<file path="config.mk">
export PLATFORM = sky130hd
export DESIGN_NAME = cc_delay
export DESIGN_NICKNAME = d
export VERILOG_FILES = /design/src/hw/rtl/cc_delay.sv
export SDC_FILE = /design/constraint.sdc
export NUM_CORES = 1
export LEC_CHECK = 0
export BUFFER_PORTS_ARGS = -buffer_cell sky130_fd_sc_hd__buf_2
export CORE_MARGIN = 4
export CORE_UTILIZATION = 40
export DETAILED_ROUTE_END_ITERATION = 8
export MAX_ROUTING_LAYER = met4
export PLACE_DENSITY = 0.71
export SYNTH_ARGS = -nofsm -noshare
export SYNTH_HDL_FRONTEND = slang
export SYNTH_SLANG_ARGS = --single-unit
</file>
<file path="constraint.sdc">
create_clock -name clk -period 0.8 [get_ports clk]
set_input_delay 0.12 -clock clk [delete_from_list [all_inputs] [get_ports clk]]
set_output_delay 0.12 -clock clk [all_outputs]
set_load 0.02 [all_outputs]
</file>
<file path="src/hw/rtl/cc_delay.sv">
// Fixed-length register delay line used to keep side data aligned.
// Depends on nothing.
module cc_delay #(
    parameter int unsigned WIDTH = 8,
    parameter int unsigned DEPTH = 4
) (
    input  logic             clk,
    input  logic [WIDTH-1:0] d,
    output logic [WIDTH-1:0] q
);

    logic [WIDTH-1:0] tap_reg [DEPTH];

    always_ff @(posedge clk)
    begin
        tap_reg[0] <= d;
        for (int i = 1; i < DEPTH; i++)
        begin
            tap_reg[i] <= tap_reg[i-1];
        end
    end

    assign q = tap_reg[DEPTH-1];

endmodule

</file>
* Yosys cells after proc, flatten, opt, wreduce, memory -nomap -nowiden
Memory sizes are Yosys's and may differ from the RTL's.
Index checks and enable logic that the tools add are counted.
** Word-level totals
- Bits in registers :: 0
- RAM bits :: 32
- Bits of input ports :: 9
- Output and inout port bits :: 8
- Memories kept :: 1
** Memories
- tap_reg :: words 4, bits a word 8, read ports 4, clocked after Yosys merged registers in 0, wr ports 4, RTL line 12 : logic [WIDTH-1:0] tap_reg [DEPTH];

* Logic depth before layout (Yosys ltp)
- Depth in word-level cells :: 0
- Gate-level depth with buffers :: 0
- Mapped depth without buffers :: 0

* Least setup slack after synthesis
OpenSTA, ideal clock, no wires.
- Path type :: flip-flop to output port
- Start :: mem tap_reg[3][0]
- End :: out q[0]
- Arrival :: 395 ps
- Data required time :: 680 ps
- Path slack :: 285 ps
- Stages on the path, launching flop included :: 1
- Buffers on the path :: 0
- Path through :: dfxtp_1
** RTL lines
- start: declaration :: RTL line 12
- end: declaration :: RTL line 9 : output logic [WIDTH-1:0] q

==> metrics list <==
- Summing over every cut layer, the via total after detailed routing is 310.
- After the last flow step, the layout net total stands at 72.
- Summing the areas of all compound-gate instances in the mapped netlist gives 0% of the synthesized area.
- In the post-synthesis netlist, the biggest area contributors are sky130_fd_sc_hd__dfxtp_1 100%.
* CTS H-tree depth: 2
* Total wire length after detailed routing: 768 um
- For the final database, setup skew stands at 0.00572 ns.
- Summing all multi-input logic gate instances after layout gives 0 um^2.
* Share of synthesized cell area in full adder, half adder and majority cells: 0%
- 0 antenna diodes ended up in the layout.
* Power Dens Cells: 2870 nW/um^2
* Met1 Track Usage GR: 7.13%
- The number of antenna violations at the first check in global routing is 0.
- Distinct cell type count after synthesis: 1
- 17 I/O pins were placed.
* Count of placed standard cells including taps: 64
- TritonCTS built the clock tree.
* Area of the die: 2310 um^2
- For this run, the detailed router's first-pass iteration total came to 2.
- In this run the worst path has a maximum fanout of 1.
* Met3 GRT Util: 6.77%
- Clock-pin slew was measured on the worst setup and hold paths at 0.09 ns.
- Clk_lat worst skew: 0.30 ns
* Clock sink total: 32
- The via count of the first global-routing pass was 288.
* Slowest cell on crit path: sky130_fd_sc_hd__dfxtp_2
* Global placer's final weighted congestion: 0.560
- The global routing stage identified its most utilized layer as met2.
* Highest Clock Rate: 1150 MHz
- Row generation in the floorplan step produced 14 rows.
* Worst hold path type: reg2reg
* Transition at the pin with the smallest max-transition slack: 0.0872 ns
* Critical Path End Type: primary output
- Number of nets in the synthesized netlist: 41
* Max reg flops: 32
- Of all cell types, the one taking the most synthesized area is sky130_fd_sc_hd__dfxtp_1.
* Drt via density: 3.88
* Crit share post-route: 109%
- Setup slack on the critical path of the routed design comes to -0.0732 ns.
* Synthesized-area fraction occupied by and/or/nand/nor cells: 0%
- Master cell of the clock root buffer: sky130_fd_sc_hd__clkbuf_4
* Yosys warns: 0
- In this run the standard cell core region covers 1510 um^2.
- The signal on the critical path passes through buf_6.
- In this run the mean area of a mapped cell was 20.0 um^2.
* Layout cells sized above 1: 46.9%
- STA puts the critical path data required time at 0.68 ns.
- Final global-route overflow total: 0
- Routed WL per cell: 9.60 um
- Unrepaired setup endpoints after global routing: yes
* Delay-heaviest family, CP: flip-flops
- In this run the biggest area consumer among cell types represents 100% of the synthesized area.
- Signal arrival time at the worst endpoint: 0.75 ns
- After Yosys synthesis, XOR and XNOR cells account for 0% of the synthesized area.
* Final design utilization: 62.4%
* Number of buffers added for setup after CTS: 0
- DRT antenna net count: 0
- Comb_multi_in: 0
- Post-route insts no fill: 80
- For this block, the initial DRC count from the detailed router was 2.
* Die Y-Extent: 48.0 um
- Area growth, synth to finish: 46.7%
* Count of mapped cells out of synthesis: 32
- Total track usage: 9.08%
- Time the final worst path needs with I/O delays and setup: 0.873 ns
* CTS max path bufs: 2
- The max-slew violation total from the final report was 0.
- Endpoints failing hold: 0
* Synthesized flop and latch total: 32
* Buffers added on ports: 16
* First-pass GRT wire length: 1160 um
- Summing the sequential cell areas from Yosys gives 100% of the chip area.
- Across the VDD grid, the largest voltage drop is 0.00161 V.
- Netlist area before placement: 641 um^2
* Mux share of post-synthesis cell area: 0%
- DRC violation count after routing: 0
- Largest stage delay on the critical path: 0.33 ns
* Leak pwr: 0.000416 uW
- Number of maximum-capacitance constraint violations: 0
- Class of the most critical setup path: reg2out
* Pin count of the biggest net entering global routing: 10
* Setup-failing EPs final: 8
* Launching element type of the critical path: flip-flop
* Total CTS buffers: 5
- For this configuration, the core starts out at a cell density of 42.5%.
* Violations in the final reports: negative setup slack
* Run status: complete, but fails checks
- DIE WIDTH: 48.0 um
- Number of buffer and inverter stages on the critical path: 1
* Max transition margin: 94.2%
- For met2 alone, demand over resource in global routing was 13.5%.
==> Yosys cell counts <==
master and number:
sky130_fd_sc_hd__dfxtp_1 32
==> cells in the final DEF (no fill, tap or decap) <==
cell,synthesis,final
sky130_fd_sc_hd__dfxtp_2,0,8
sky130_fd_sc_hd__clkbuf_4,0,5
sky130_fd_sc_hd__clkbuf_1,0,2
sky130_fd_sc_hd__dfxtp_1,32,24
sky130_fd_sc_hd__buf_2,0,8
sky130_fd_sc_hd__clkbuf_8,0,1
sky130_fd_sc_hd__buf_6,0,8
sky130_fd_sc_hd__dlygate4sd3_1,0,8
==> metrics by stage <==
step           cell area, um^2  hold slack, ns  TNS (ns)  setup slack (ns)  power (uW)
2_1_floorplan              641           0.148         0             0.285        1760
3_3_place_gp               741           0.222         0             0.245        1790
3_5_place_dp               741           0.224         0             0.241        1800
4_1_cts                    940           0.329    -0.657           -0.0846        2740
5_1_grt                    940           0.321    -0.905            -0.120        2840
6_report                   940           0.324    -0.530           -0.0732        2700
==> logic make-up (layout without fill, tap and decap cells) <==
| group | Yosys count | after routing |
|---|---|---|
| buffers and inverters | 0 | 32 |
| flip-flops | 32 | 32 |
==> routing by layer <==
| metal | wire length, um | vias to the layer above |
|---|---|---|
| met5 | 0 | - |
| met2 | 394 | 14 |
| li1 | - | 158 |
| met4 | 16 | 0 |
| met1 | 305 | 136 |
| met3 | 52 | 2 |
==> worst paths after layout <==
path	to	slack [ns]	cells after the start	start
setup / recovery	q[1]	-0.07	1	tap_reg[3][1]$_DFF_P_
hold / removal	tap_reg[2][7]$_DFF_P_	0.32	0	tap_reg[1][7]$_DFF_P_
setup reg to reg	tap_reg[1][2]$_DFF_P_	0.39	0	tap_reg[0][2]$_DFF_P_
hold reg to reg	tap_reg[2][7]$_DFF_P_	0.32	0	tap_reg[1][7]$_DFF_P_
==> repair_timing <==
action                                  CTS  global route
endpoints found under the setup margin    8             8
gates resized for setup                  24             0
hold buffers                              8             0
endpoints found under the hold margin     8             0
==> cell type report <==
type | instances | area, um^2
Clock buffer | 8 | 58.8
Fill cell | 96 | 567
Tap cell | 16 | 20.0
Timing Repair Buffer | 24 | 210
Sequential cell | 32 | 651
==> report_power, final <==
group | internal (uW) | total (uW) | switching (uW)
Clock | 433 | 877 | 444
Sequential | 1680 | 1700 | 21.2
Combinational | 77.3 | 121 | 43.4
Total | 2190 | 2700 | 509
Note: power is estimated with default switching activity, not from simulation.
