File: config.mk
export PLATFORM = sky130hd
export DESIGN_NAME = cc_sqrt_pipe
export DESIGN_NICKNAME = d
export VERILOG_FILES = /design/src/hw/rtl/cc_sqrt_pipe.sv
export SDC_FILE = /design/constraint.sdc
export NUM_CORES = 1
export LEC_CHECK = 0
export ABC_CLOCK_PERIOD_IN_PS = 2300
export CELL_PAD_IN_SITES_DETAIL_PLACEMENT = 2
export CELL_PAD_IN_SITES_GLOBAL_PLACEMENT = 2
export CORE_AREA = 2 2 226 273
export CTS_CLUSTER_SIZE = 30
export DETAILED_ROUTE_END_ITERATION = 10
export DIE_AREA = 0 0 228 275
export DONT_BUFFER_PORTS = 1
export PLACE_DENSITY = 0.78
export SLEW_MARGIN = 20
export SYNTH_ARGS = -nofsm -noshare
export SYNTH_HDL_FRONTEND = slang
export SYNTH_SLANG_ARGS = --single-unit
File: constraint.sdc
create_clock -name clk -period 2.3 [get_ports clk]
set_input_delay 0.345 -clock clk [delete_from_list [all_inputs] [get_ports clk]]
set_output_delay 0.345 -clock clk [all_outputs]
set_load 0.02 [all_outputs]
File: src/hw/rtl/cc_sqrt_pipe.sv
// Pipelined integer square root, one result bit per register stage.
// Depends on nothing; the caller keeps valid bits and side data aligned.
module cc_sqrt_pipe #(
    parameter int unsigned OUT_W = 16
) (
    input  logic                 clk,
    input  logic [2*OUT_W-1:0]   radicand,
    output logic [OUT_W-1:0]     root
);

    localparam int unsigned IN_W  = 2 * OUT_W;
    localparam int unsigned REM_W = OUT_W + 3;

    logic [REM_W-1:0] rem_reg  [OUT_W];
    logic [OUT_W-1:0] root_reg [OUT_W];
    logic [IN_W-1:0]  rad_reg  [OUT_W];

    for (genvar g = 0; g < OUT_W; g++)
    begin : g_stage
        logic [REM_W-1:0] rem_in;
        logic [OUT_W-1:0] root_in;
        logic [IN_W-1:0]  rad_in;
        logic [REM_W-1:0] shifted;
        logic [REM_W-1:0] trial;
        logic             fits;

        if (g == 0)
        begin : g_first
            assign rem_in  = '0;
            assign root_in = '0;
            assign rad_in  = radicand;
        end
        else
        begin : g_next
            assign rem_in  = rem_reg[g-1];
            assign root_in = root_reg[g-1];
            assign rad_in  = rad_reg[g-1];
        end

        // Bring down the next two radicand bits and try a one in this place.
        assign shifted = {rem_in[REM_W-3:0], rad_in[IN_W-1 -: 2]};
        assign trial   = {1'b0, root_in, 2'b01};
        assign fits    = (shifted >= trial);

        always_ff @(posedge clk)
        begin
            rem_reg[g]  <= fits ? (shifted - trial) : shifted;
            root_reg[g] <= {root_in[OUT_W-2:0], fits};
            rad_reg[g]  <= {rad_in[IN_W-3:0], 2'b00};
        end
    end

    assign root = root_reg[OUT_W-1];

endmodule

* Word level (Yosys, flattened, before mapping)
Memories as Yosys holds them, arrays and structs flattened.
Cells that the tools add are included.
** Operators by class
- Add/subtract/negate cells :: 16
- Order comparisons :: 16
- Multiplexer cells :: 16
** Operators by type and width (count)
- 19-bit 2-to-1 mux :: 16
- 19-bit by 18-bit >= comparator with 1-bit output :: 15
- 19-bit by 18-bit subtractor with 19-bit output :: 15
- 2-bit by 1-bit subtractor with 3-bit output (second input constant) :: 1
- 2-bit by 1-bit >= comparator with 1-bit output (second input constant) :: 1
** Storage, ports and cells
- Flip-flop bits (word level) :: 0
- Memory bits (writable) :: 1040
- Input bits :: 33
- Output and inout port bits :: 16
- Logic and storage cells :: 51
- Memories :: 3
** Memory list
- rad_reg :: words 16, width 30, read ports 15, clocked after memory_dff 0, write ports 16, RTL line 16 : logic [IN_W-1:0] rad_reg [OUT_W];
- rem_reg :: words 16, width 19, read ports 15, clocked after memory_dff 0, write ports 16, RTL line 14 : logic [REM_W-1:0] rem_reg [OUT_W];
- root_reg :: words 16, width 16, read ports 16, clocked after memory_dff 0, write ports 16, RTL line 15 : logic [OUT_W-1:0] root_reg [OUT_W];

* Depth between registers and ports, before layout
An unclocked memory read counts as a cell.
- Word-level depth :: 3
- Depth in mapped cells :: 11
- Gate-level depth less buffers :: 9

* Worst setup path before layout
OpenSTA, ideal clock, no wires.
- Kind :: register -> register
- Start :: mem root_reg[11][10], in the netlist root_reg[1][58]
- End :: mem rem_reg[1][80] (netlist name)
- Library setup time :: 121 ps
- Arrival time :: 2389 ps
- Required time :: 2179 ps
- Slack :: -210 ps
- Stages on the path, launching flop included :: 11
- Path buffers :: 2
- Clock period less this slack :: 2510 ps
- Cell sequence :: dfxtp_1 -> inv_1 -> ha_1 -> buf_4 -> a21o_1 -> a21o_1 -> or3_1 -> o31ai_4 -> inv_2 -> buf_6 -> mux2_4
** RTL lines (RTL line)
- from (decl) :: 15
- to (decl) :: 14

==> impl_metrics.tcl <==
set metrics [dict create \
    grt_pass1_vias 21583 \
    grt_max_degree 20 \
    violations "negative setup slack" \
    synthMuxAreaShare_pct 3.419 \
    combPwrFrac_pct 32.6 \
    routed_wl_um 119700 \
    hp-class "in2reg" \
    max-cap-violations 0 \
    total_leakage_power_nw 14.30 \
    ys_top_cells_by_count "dfxtp_1 (613), inv_1 (182), ha_1 (152)" \
    fin_crit_sh_pct 115.9 \
    clk_latency_ns 0.67 \
    power_frac_seq_pct 37.4 \
    fin_tns_setup_ns -19.89 \
    crit_fanout 7 \
    drive_gt1_share_pct 38.51 \
    rsz0062_at_grt "true" \
    cts_tree "yes" \
    numCtsBuffers 66 \
    largest_reg_flops 240 \
    synth_seq_area_share_pct 54.18 \
    nNetsFinal 2783 \
    ant_nets 0 \
    cts_root_buf "clkbuf_16" \
    drc_errors 0 \
    synth-seq-cells 613 \
    io_pins 49 \
    path_class "reg2reg" \
    min_period_ns 2.667 \
    synth_nets 2330 \
    row_count 99 \
    ys.flop_type "dfxtp_1" \
    end_kind "register" \
    netlist_area_um2 22650 \
    synth_top_family_by_area "compound AO/OA/AOI/OAI gates" \
    postSynthCellCount 2145 \
    p_sw_mw 15.03 \
    worstPathArrival_ns 3.18 \
    yosys.area.top_type "dfxtp_1" \
    relSlewSlack_pct 40.25 \
    synth_compound_area_share_pct 12.28 \
    cts_sinks 613 \
    skew_ns 0.06218 \
    setup_viol_count_final 159 \
    vias_per_cell 5.828 \
    p_per_area_nw_per_um2 1242 \
    dpl_worst_slack_ns -0.2991 \
    globalplace.congestion 0.8291 \
    insertedDiodeCount 0 \
    synth_top_area_share_pct 54.18 \
    p_sw_share_pct 37.54 \
    wl_per_cell_um 34.66 \
    p_int_mw 25.02 \
    syn_area_per_cell_um2 10.56 \
    initial_core_util_pct 37.63 \
    synthTopCellsByArea "dfxtp_1 (54%), ha_1 (8.4%), xnor2_1 (3.6%)" \
    clkTransAtPathRegs_ns 0.07 \
    vdd.ir_drop.worst_v 0.001082 \
    overflow 0 \
    core_um2 60200 \
    synth.distinct_cells 88 \
    drv_slew 0 \
    pwr-share-clk_pct 30.0 \
    portBuffers 0 \
    yosys_warnings 0 \
    drtIter0Drc 1378 \
    dieHeight_um 275 \
    finalHoldViolCount 0 \
    n_fill_cell 5869 \
    synthAdderAreaFrac_pct 8.396 \
    status "finished with violations" \
    grt_pass1_wl_um 140000 \
    worstSetupStartpointType "register" \
    cts_htree_levels 3 \
    setup_slack_ns -0.3668 \
    grt_usage_pct 29.11 \
    tightest_slew_ns 0.8868 \
    syn2layout_area_growth_pct 42.39 \
    vias 20129 \
    yosys.area_share.simple_pct 11.97 \
    yosys.cell_count.top_type "dfxtp_1" \
    die_w_um 228 \
    synth-async-reset-ratio_pct 0 \
    dp_hpwl_um 49020 \
    antenna_found_initial 2 \
    worstPathRequired_ns 2.82 \
    clk_path_buf_depth 3 \
    synth_edf_count 0 \
    fmax_ghz 0.3750 \
    drt_pre_antenna_iters 5 \
    dieArea_um2 62700 \
    synthXorXnorAreaFrac_pct 6.032 \
]
[area by class of cell]
| class | instances | area [um2] | area share (%) |
|---|---|---|---|
| Clock buffer | 89 | 1848 | 5.730 |
| Clock inverter | 27 | 451.7 | 1.400 |
| Inverter | 184 | 705.7 | 2.188 |
| Multi-Input combinational cell | 1317 | 12300 | 38.14 |
| Sequential cell | 613 | 12400 | 38.46 |
| Tap cell | 808 | 1011 | 3.134 |
| Timing Repair Buffer | 415 | 3518 | 10.91 |
| Timing Repair inverter | 1 | 11.26 | 0.03491 |
[power by group through the flow]
stage	sequential (mW)	clock (mW)	combinational, mW
2_1_floorplan	13.7	0	5.30
3_3_place_gp	14.2	0	7.73
3_5_place_dp	14.4	0	8.31
4_1_cts	14.3	11.4	9.32
5_1_grt	15.0	12.4	13.4
6_report	15.0	12.0	13.1
[worst paths after layout]
kind | from | to | slack [ns] | cells past startpoint
max | root_reg[1][40] | rem_reg[1][65] | -0.37 | 12
max reg2reg | root_reg[1][40] | rem_reg[1][65] | -0.37 | 12
min | radicand[7] | rad_reg[0][7] | 0.22 | 1
min reg2reg | rad_reg[1][146] | rad_reg[1][178] | 0.32 | 0
[cells in the final DEF, fill, tap and decap left out, types with 16 or more instances in the layout]
cell and n:
dfxtp_2 85, nand3_1 36, or3_1 19, a21oi_2 21, dfxtp_1 521, a21o_1 32, o21ai_0 71, inv_1 152
nand4_1 19, a21oi_1 71, xor2_1 61, buf_6 32, o21ai_2 16, xnor2_1 84, clkbuf_16 70, nor2_1 118
nand2b_1 24, buf_4 334, ha_4 73, o21a_1 30, nor3_1 34, nand2_1 83, dlygate4sd3_1 33, mux2_4 38
mux2_2 16, ha_1 70, inv_2 29
[critical path, cell delays in order, from the launching register on]
cell and delay, ns:
dfxtp_1 0.36, inv_1 0.10, ha_4 0.34, buf_6 0.16, nand3_2 0.13, o22ai_4 0.24
buf_4 0.17, o21ai_2 0.08, o21ai_2 0.22, buf_6 0.18, buf_4 0.16, nor2_1 0.07
a21oi_1 0.35
[layer usage]
metal	vias to the layer above	track usage, %	routed length [um]
met5	-	0	13
met4	2	13.55	8779
met3	518	4.301	5707
met2	974	58.77	62190
met1	10301	29.06	43020
li1	8334	-	-
[metrics by stage]
step	area, um2	power, mW	util, %	instances	hold slack (ns)
2_1_floorplan	22680	18.95	-	2145	0.3096
3_3_place_gp	25560	21.97	42.45	3184	0.3097
5_1_grt	32250	40.92	53.58	3454	0.2275
4_1_cts	29330	35.04	48.73	3366	0.2320
3_5_place_dp	25560	22.67	42.45	3184	0.3132
6_report	32250	40.05	53.58	3454	0.2247
[cell families after synthesis]
logic type | after synthesis
and+or+nand+nor | 525
muxes | 65
xor gates and xnor gates | 156
buffers and inverters | 215
AOI/OAI and AO/OA | 418
DFF | 613
other | 1
adders and majority gates | 152
[repair_timing]
| item | in CTS | in global routing |
|---|---|---|
| pin swaps | 38 | 132 |
| resized for setup | 186 | 469 |
| endpoints found under the hold margin | 33 | 0 |
| buffers inserted | 32 | 90 |
| setup endpoints to repair | 164 | 209 |
| hold buffers | 33 | 0 |
| gates cloned | 1 | 5 |
Power figures use the tool's default switching activity.
