<file path="config.mk">
export PLATFORM = sky130hd
export DESIGN_NAME = cc_div_pipe
export DESIGN_NICKNAME = d
export VERILOG_FILES = /design/src/hw/rtl/cc_pkg.sv /design/src/hw/rtl/cc_div_pipe.sv
export SDC_FILE = /design/constraint.sdc
export NUM_CORES = 2
export LEC_CHECK = 0
export BUFFER_PORTS_ARGS = -buffer_cell sky130_fd_sc_hd__buf_2
export CORE_MARGIN = 10
export CORE_UTILIZATION = 50
export CTS_CLUSTER_DIAMETER = 40
export DETAILED_ROUTE_END_ITERATION = 8
export GPL_TIMING_DRIVEN = 0
export HOLD_SLACK_MARGIN = 0.02
export PLACE_DENSITY = 0.64
export SYNTH_ARGS = -nofsm -noshare
export SYNTH_HDL_FRONTEND = slang
export SYNTH_SLANG_ARGS = --single-unit
</file>
<file path="constraint.sdc">
create_clock -name clk -period 4.3 [get_ports clk]
set_input_delay 0.215 -clock clk [delete_from_list [all_inputs] [get_ports clk]]
set_output_delay 0.215 -clock clk [all_outputs]
set_load 0.03 [all_outputs]
</file>
<file path="src/hw/rtl/cc_pkg.sv">
// Shared types and constants for the circle contact pipeline.
// No dependencies; cc_div_pipe and circle_circle_contact import it.
package cc_pkg;

    localparam int unsigned DIST_W = 31;    // distance and radius sum, unsigned Q15.16
    localparam int unsigned FRIC_W = 16;    // root of a Q1.15 product
    localparam int unsigned QUO_W  = 16;    // normal quotient bits

    localparam logic [15:0] EPS_RESET   = 16'd1;
    localparam logic [15:0] Q15_ONE     = 16'd32768;
    localparam logic [15:0] Q15_MAX     = 16'h7FFF;
    localparam logic [31:0] S32_MAX     = 32'h7FFF_FFFF;
    localparam logic [31:0] S32_MIN     = 32'h8000_0000;

    // Geometry that travels alongside the arithmetic units.
    typedef struct packed {
        logic              hit;
        logic              sx;
        logic              sy;
        logic [DIST_W-1:0] udx;
        logic [DIST_W-1:0] udy;
        logic [DIST_W-1:0] rsum;
        logic [29:0]       arad;
        logic [31:0]       ax;
        logic [31:0]       ay;
    } geo_t;

endpackage

</file>
<file path="src/hw/rtl/cc_div_pipe.sv">
// Pipelined restoring divider for both normal components, sharing one divisor.
// Computes (mag << 15) / dist for mag <= dist; imports cc_pkg.
module cc_div_pipe (
    input  logic                       clk,
    input  logic [cc_pkg::DIST_W-1:0]  mag_x,
    input  logic [cc_pkg::DIST_W-1:0]  mag_y,
    input  logic [cc_pkg::DIST_W-1:0]  divisor,
    output logic [cc_pkg::QUO_W-1:0]   quo_x,
    output logic [cc_pkg::QUO_W-1:0]   quo_y,
    output logic [cc_pkg::DIST_W-1:0]  divisor_out
);
    import cc_pkg::*;

    logic [DIST_W-1:0] remx_reg [QUO_W];
    logic [DIST_W-1:0] remy_reg [QUO_W];
    logic [QUO_W-1:0]  qx_reg   [QUO_W];
    logic [QUO_W-1:0]  qy_reg   [QUO_W];
    logic [DIST_W-1:0] div_reg  [QUO_W];

    for (genvar g = 0; g < QUO_W; g++)
    begin : g_stage
        logic [DIST_W:0]   shx;
        logic [DIST_W:0]   shy;
        logic [DIST_W:0]   dv;
        logic [DIST_W-1:0] dv_in;
        logic [QUO_W-1:0]  qx_in;
        logic [QUO_W-1:0]  qy_in;
        logic              gex;
        logic              gey;

        // The first stage starts from mag >> 1 and brings in the low bit of
        // mag; the fifteen zeros below it follow in the later stages.
        if (g == 0)
        begin : g_first
            assign shx   = {1'b0, mag_x};
            assign shy   = {1'b0, mag_y};
            assign dv_in = divisor;
            assign qx_in = '0;
            assign qy_in = '0;
        end
        else
        begin : g_next
            assign shx   = {remx_reg[g-1], 1'b0};
            assign shy   = {remy_reg[g-1], 1'b0};
            assign dv_in = div_reg[g-1];
            assign qx_in = qx_reg[g-1];
            assign qy_in = qy_reg[g-1];
        end

        assign dv  = {1'b0, dv_in};
        assign gex = (shx >= dv);
        assign gey = (shy >= dv);

        always_ff @(posedge clk)
        begin
            remx_reg[g] <= gex ? DIST_W'(shx - dv) : DIST_W'(shx);
            remy_reg[g] <= gey ? DIST_W'(shy - dv) : DIST_W'(shy);
            qx_reg[g]   <= {qx_in[QUO_W-2:0], gex};
            qy_reg[g]   <= {qy_in[QUO_W-2:0], gey};
            div_reg[g]  <= dv_in;
        end
    end

    assign quo_x       = qx_reg[QUO_W-1];
    assign quo_y       = qy_reg[QUO_W-1];
    assign divisor_out = div_reg[QUO_W-1];

endmodule

</file>
; ---- Word level (Yosys, flattened, before mapping)
; Memories as Yosys holds them, arrays and structs flattened.
; Cells that the tools add are included.
[totals]
reg_bits = 0
mem_bits_rw = 2000
in_bits = 94
output_inout_bits = 63
mem_count = 5
[classes]
add_sub_neg = 32
n_lt_le_gt_ge = 32
n_mux = 32
[memory_table]
columns = name, words, word_bits, read_ports, rd_clocked_by_memory_dff, write_ports, line_no
row1 = div_reg, 16, 31, 16, 0, 16, cc_div_pipe.sv:18  ; logic [DIST_W-1:0] div_reg [QUO_W];
row2 = remx_reg, 16, 31, 15, 0, 16, cc_div_pipe.sv:14  ; logic [DIST_W-1:0] remx_reg [QUO_W];
row3 = remy_reg, 16, 31, 15, 0, 16, cc_div_pipe.sv:15  ; logic [DIST_W-1:0] remy_reg [QUO_W];
row4 = qx_reg, 16, 16, 16, 0, 16, cc_div_pipe.sv:16  ; logic [QUO_W-1:0] qx_reg [QUO_W];
row5 = qy_reg, 16, 16, 16, 0, 16, cc_div_pipe.sv:17  ; logic [QUO_W-1:0] qy_reg [QUO_W];
[ops]
columns = operator, n
row1 = $mux W31, 32
row2 = $sub A31 B31 Y31, 32
row3 = $ge A32 B31 Y1, 30
row4 = $ge A31 B31 Y1, 2

; ---- Logic depth before layout (Yosys ltp)
; An unclocked memory read counts as a cell.
[logic_depth]
ltp_word = 3
depth_mapped = 16
depth_no_buf = 14

; ---- Worst setup path after synthesis
; Ideal clock, no wire load.
[synth_path]
kind = register to register
from = memory div_reg[3][0], in the netlist div_reg[0][93]
to = memory remx_reg[4][1], in the netlist remx_reg[0][125]
setup_ps = 121
arrival_time_ps = 3200
required_time_ps = 4179
setup_slack_ps = 980
stages_incl_launch_ff = 13
period_less_slack_ps = 3320
cell_sequence = dfxtp_1 inv_1 fa_1 a21o_1 a21o_1 a2111oi_4 o41ai_2 a21o_1 o211ai_2 a21oi_1 a2111oi_4 buf_4 mux2_2
[synth_rtl]
columns = item, line_no
row1 = from (decl), cc_div_pipe.sv:18
row2 = to (decl), cc_div_pipe.sv:14

==> summary by stage <==
Outcome
The flow ran to the end, and the final reports show no timing, DRC or antenna violations.

GRT
The maximum number of pins on one net before global-route repair is 18. The global-route wire length before repair is 458 mm. The total overflow left after global routing is 0. The global router's overall resource usage is 0.291.

The number of global-route vias before repair was 76.1k. The number of antenna violations at the first check in global routing is 23.

Synthesis
The adder and majority cell fraction of the synthesized area is 0.140. Of the post-synthesis cell area, the part taken by muxes is 0.0381. The basic-gate share of the synthesized area counting and, or, nand and nor cells is 0.130. The synthesized-area fraction occupied by xor and xnor cells is 0.0707. By area, the combinational part of the netlist is dominated by compound AO/OA/AOI/OAI gates. The post-synthesis net count is between 10k and 15k. The number of warning messages in the yosys log is 0. Summed over all instances, the cell type with the most area after synthesis is dfxtp_1.

The number of synthesized flops with an enable pin is 0. Ranked by total cell area, the synthesized netlist is headed by dfxtp_1 (37%), ha_1 (13%), a21oi_1 (5.2%), xnor2_1 (4.3%), a21o_1 (4.0%). Of the synthesized area, sequential elements account for 0.366.

The proportion of register bits with asynchronous set or reset after synthesis is 0. The post-synthesis compound-gate area fraction was 0.212. The fraction of synthesized cell area taken by the top area cell type is 0.366. The number of storage elements in the synthesis netlist is 1698.

The post-synthesis cell type count is 97. Summing every instance area after synthesis gives 0.0929 mm^2. The post-synthesis cell count is 10.5k. The most used flip-flop cell after synthesis is dfxtp_1.

The average cell area after synthesis is ~9 um^2.

Place
The number of port buffers is 156. In this run, placement finished with an instance count of 13.1k. The HPWL after detailed placement is 255 mm. The setup slack after placement is -838 ps. The final estimated routing congestion in global placement is 0.972. After detailed placement, the total cell area comes to 0.0968 mm^2.

STA
The final setup slack of the worst path is 70.4 ps. Setup violations remaining at the end of the flow were counted as 0. The hold violation count in the final report is 0.

The upper clock frequency limit is 236 MHz. Of the available clock period, the critical path in the final layout requires 0.984. Measured against its own limit, the worst slew margin works out to 0.140. Across the routed clock network, the largest skew measured is ~50 ps. The count of pins over their slew limit is 0. The tightest hold margin is 46.5 ps.

Setup repair after global routing left no endpoint under its margin. The final critical delay including setup and external delays is 4230 ps. For the pin with the worst max-slew slack, the measured transition is 1270 ps.

CTS
The clock slew seen by the registers of the worst setup and hold paths is 60 ps. CTS built an H-tree with a depth of 4. The buffer type at the clock tree root is clkbuf_16. Counting along the longest clock path gives a buffer depth of 3.

The TritonCTS clock tree is built. The number of sinks on the clock net is about 1.7k. Buffers inserted during clock tree synthesis total 236. At the later pin of the worst-skew pair, clock insertion delay measures 890 ps.

Worst hold path
Along the worst hold path, the cell count comes to 2. The tightest min-delay check is of the input pin to register type. The critical hold path startpoint is divisor[12].

For hold timing, the worst endpoint is div_reg[0][12]$_DFF_P_.

Layout
The top cell types in the final layout, fill and taps aside, are dfxtp_1 (1697), ha_1 (990), a21oi_1 (944). Leaving out fill and tap cells, the most frequent cell in the layout is dfxtp_1. The number of flip-flops in the largest register is 496.

The layout has 16.8k filler cells. Registers take 0.0340 mm^2. Summing all multi-input logic gate instances after layout gives about 0.055 mm^2. In the final layout, the share of cells above drive strength 1 is 0.106. The area growth from synthesis to layout is 15.3%. After routing the design area is 0.107 mm^2. The net total in the final layout is between 10k and 15k. The number of non-filler instances in the completed layout is approximately 14k.

Worst setup path
The worst register-to-register path has a depth of 13. STA classifies the critical path startpoint as a register. The type of element capturing the critical path is a register. The endpoint identified for the worst register-to-register timing path is remy_reg[0][236]$_DFF_P_. The required time of the worst setup path is 5100 ps. Data arrives at the worst endpoint at 5030 ps. Along the worst path, the maximum fanout reaches 10.

In this run the register-to-register setup slack is 70 ps. The worst register-to-register path begins at div_reg[0][186]$_DFF_P_. The critical path is of the register to register type.

Floorplan
The height of the chip is 451 um. The die area is approximately 0.2 mm^2. For this configuration, the core starts out at a cell density of 0.502.

The area of the core is around 0.19 mm^2. From left edge to right edge, the die measures 451 um. The number of rows created at floorplan is 158.

The number of top-level pins is 157.

Detailed routing
Dividing the detail-routed via count by the number of cells gives 5.77. After the first detailed-routing iteration, the DRC count stood at roughly 7.0k. In the final routed layout, each cell accounts on average for 22.6 um. The total DRC errors in the routed layout is 0.

Summing over every cut layer, the via total after detailed routing is 79.1k. The routed wire length is 309 mm. The detail route stage leaves a number of antenna-violating nets equal to 0. The detailed-router iteration count before antenna repair is 6.

Run
The number of max-cap violations is 0.

Power and ir drop
The worst-case IR drop observed on VDD is 0.727 mV. The power density over cell area is 949 mW/mm^2. In this run the static leakage power is 0.0492 uW.

The overall power after layout is 102000 uW.
-- repair_timing --
item / 4_1_cts / 5_1_grt
hold endpoints to repair: 93 / 5
endpoints found under the setup margin: 376 / 510
hold buffers: 124 / 6
setup buffers: 10 / 6
gates resized for setup: 54 / 131
gates cloned: 0 / 0
pin swaps: 5 / 2
-- through the flow --
stage                      util  setup TNS, ps
after detailed placement  0.523         -95540
final                     0.579              0
after global routing      0.579              0
after CTS                 0.576              0
after global placement    0.523         -93650
after floorplan               -              0
-- layer usage --
metal,wire length (um),vias up,global-route usage
li1,-,38400,-
met1,139000,37500,0.396
met2,137000,2693,0.461
met3,21600,542,0.0546
met4,11200,4,0.0998
met5,27,-,0
-- kinds of logic (layout without fill, tap and decap cells) --
logic type                 count (synthesis)  in the layout
AOI/OAI and AO/OA                       3105           3105
and+or+nand+nor                         2566           2566
DFF                                     1698           1698
buffers and inverters                   1025           1769
adders and majority gates               1020           1020
xor gates and xnor gates                 750            750
muxes                                    316            316
other                                      0              4
-- critical path, stage by stage, from the launching register on --
cell and delay [ps]:
dfxtp_1 420, inv_1 240, fa_1 490, a21o_1 200, a21o_1 190, a21oi_1 270, o21ai_0 170, a211oi_1 320
o21ai_0 270, a41oi_2 380, nand2_2 220, buf_2 360, clkbuf_4 320, a21oi_1 280
-- where the power goes --
| group | total [uW] | switching, uW | leakage (uW) | internal, uW |
|---|---|---|---|---|
| logic | 54900 | 33000 | 0.0309 | 21900 |
| clock network | 20000 | 8020 | 0.00402 | 11900 |
| registers | 26700 | 4540 | 0.0143 | 22200 |
-- synth_stat cells, drive strengths merged (30+ instances only) --
cell type  instances
a211oi            83
a21boi            41
a21o             499
a21oi            972
a31o              35
a31oi            102
and2              52
and3              90
and4              30
buf               86
clkbuf           166
dfxtp           1698
fa                30
ha               990
inv              768
mux2             298
nand2            782
nand2b           111
nand3            159
nand4            149
nor2             735
nor2b            116
nor3             155
o211ai            50
o21a             133
o21ai            671
o21bai           148
o31ai             91
or3               52
xnor2            451
xor2             299
-- final cells by class --
class / count / share of cell area
Inverter: 773 / 0.0272
Clock inverter: 169 / 0.0196
Antenna cell: 4 / 0.0000935
Buffer: 250 / 0.0115
Clock buffer: 273 / 0.0587
Sequential cell: 1698 / 0.317
Timing Repair Buffer: 304 / 0.0208
Tap cell: 2480 / 0.0290
Multi-Input combinational cell: 7757 / 0.516
-- how the worst max path moves through the flow --
stage	from	to	slack, ps
final	div_reg[0][186]$_DFF_P_	remy_reg[0][236]$_DFF_P_	70
after global routing	div_reg[1][93]$_DFF_P_	remy_reg[1][148]$_DFF_P_	0.02
after detailed placement	div_reg[0][229]$_DFF_P_	remx_reg[1][8]$_DFF_P_	-840
after global placement	div_reg[0][228]$_DFF_P_	remx_reg[1][8]$_DFF_P_	-850
after CTS	div_reg[0][217]$_DFF_P_	remy_reg[1][2]$_DFF_P_	2
after floorplan	div_reg[0][93]$_DFF_P_	remx_reg[0][125]$_DFF_P_	980
Power figures use the tool's default switching activity.
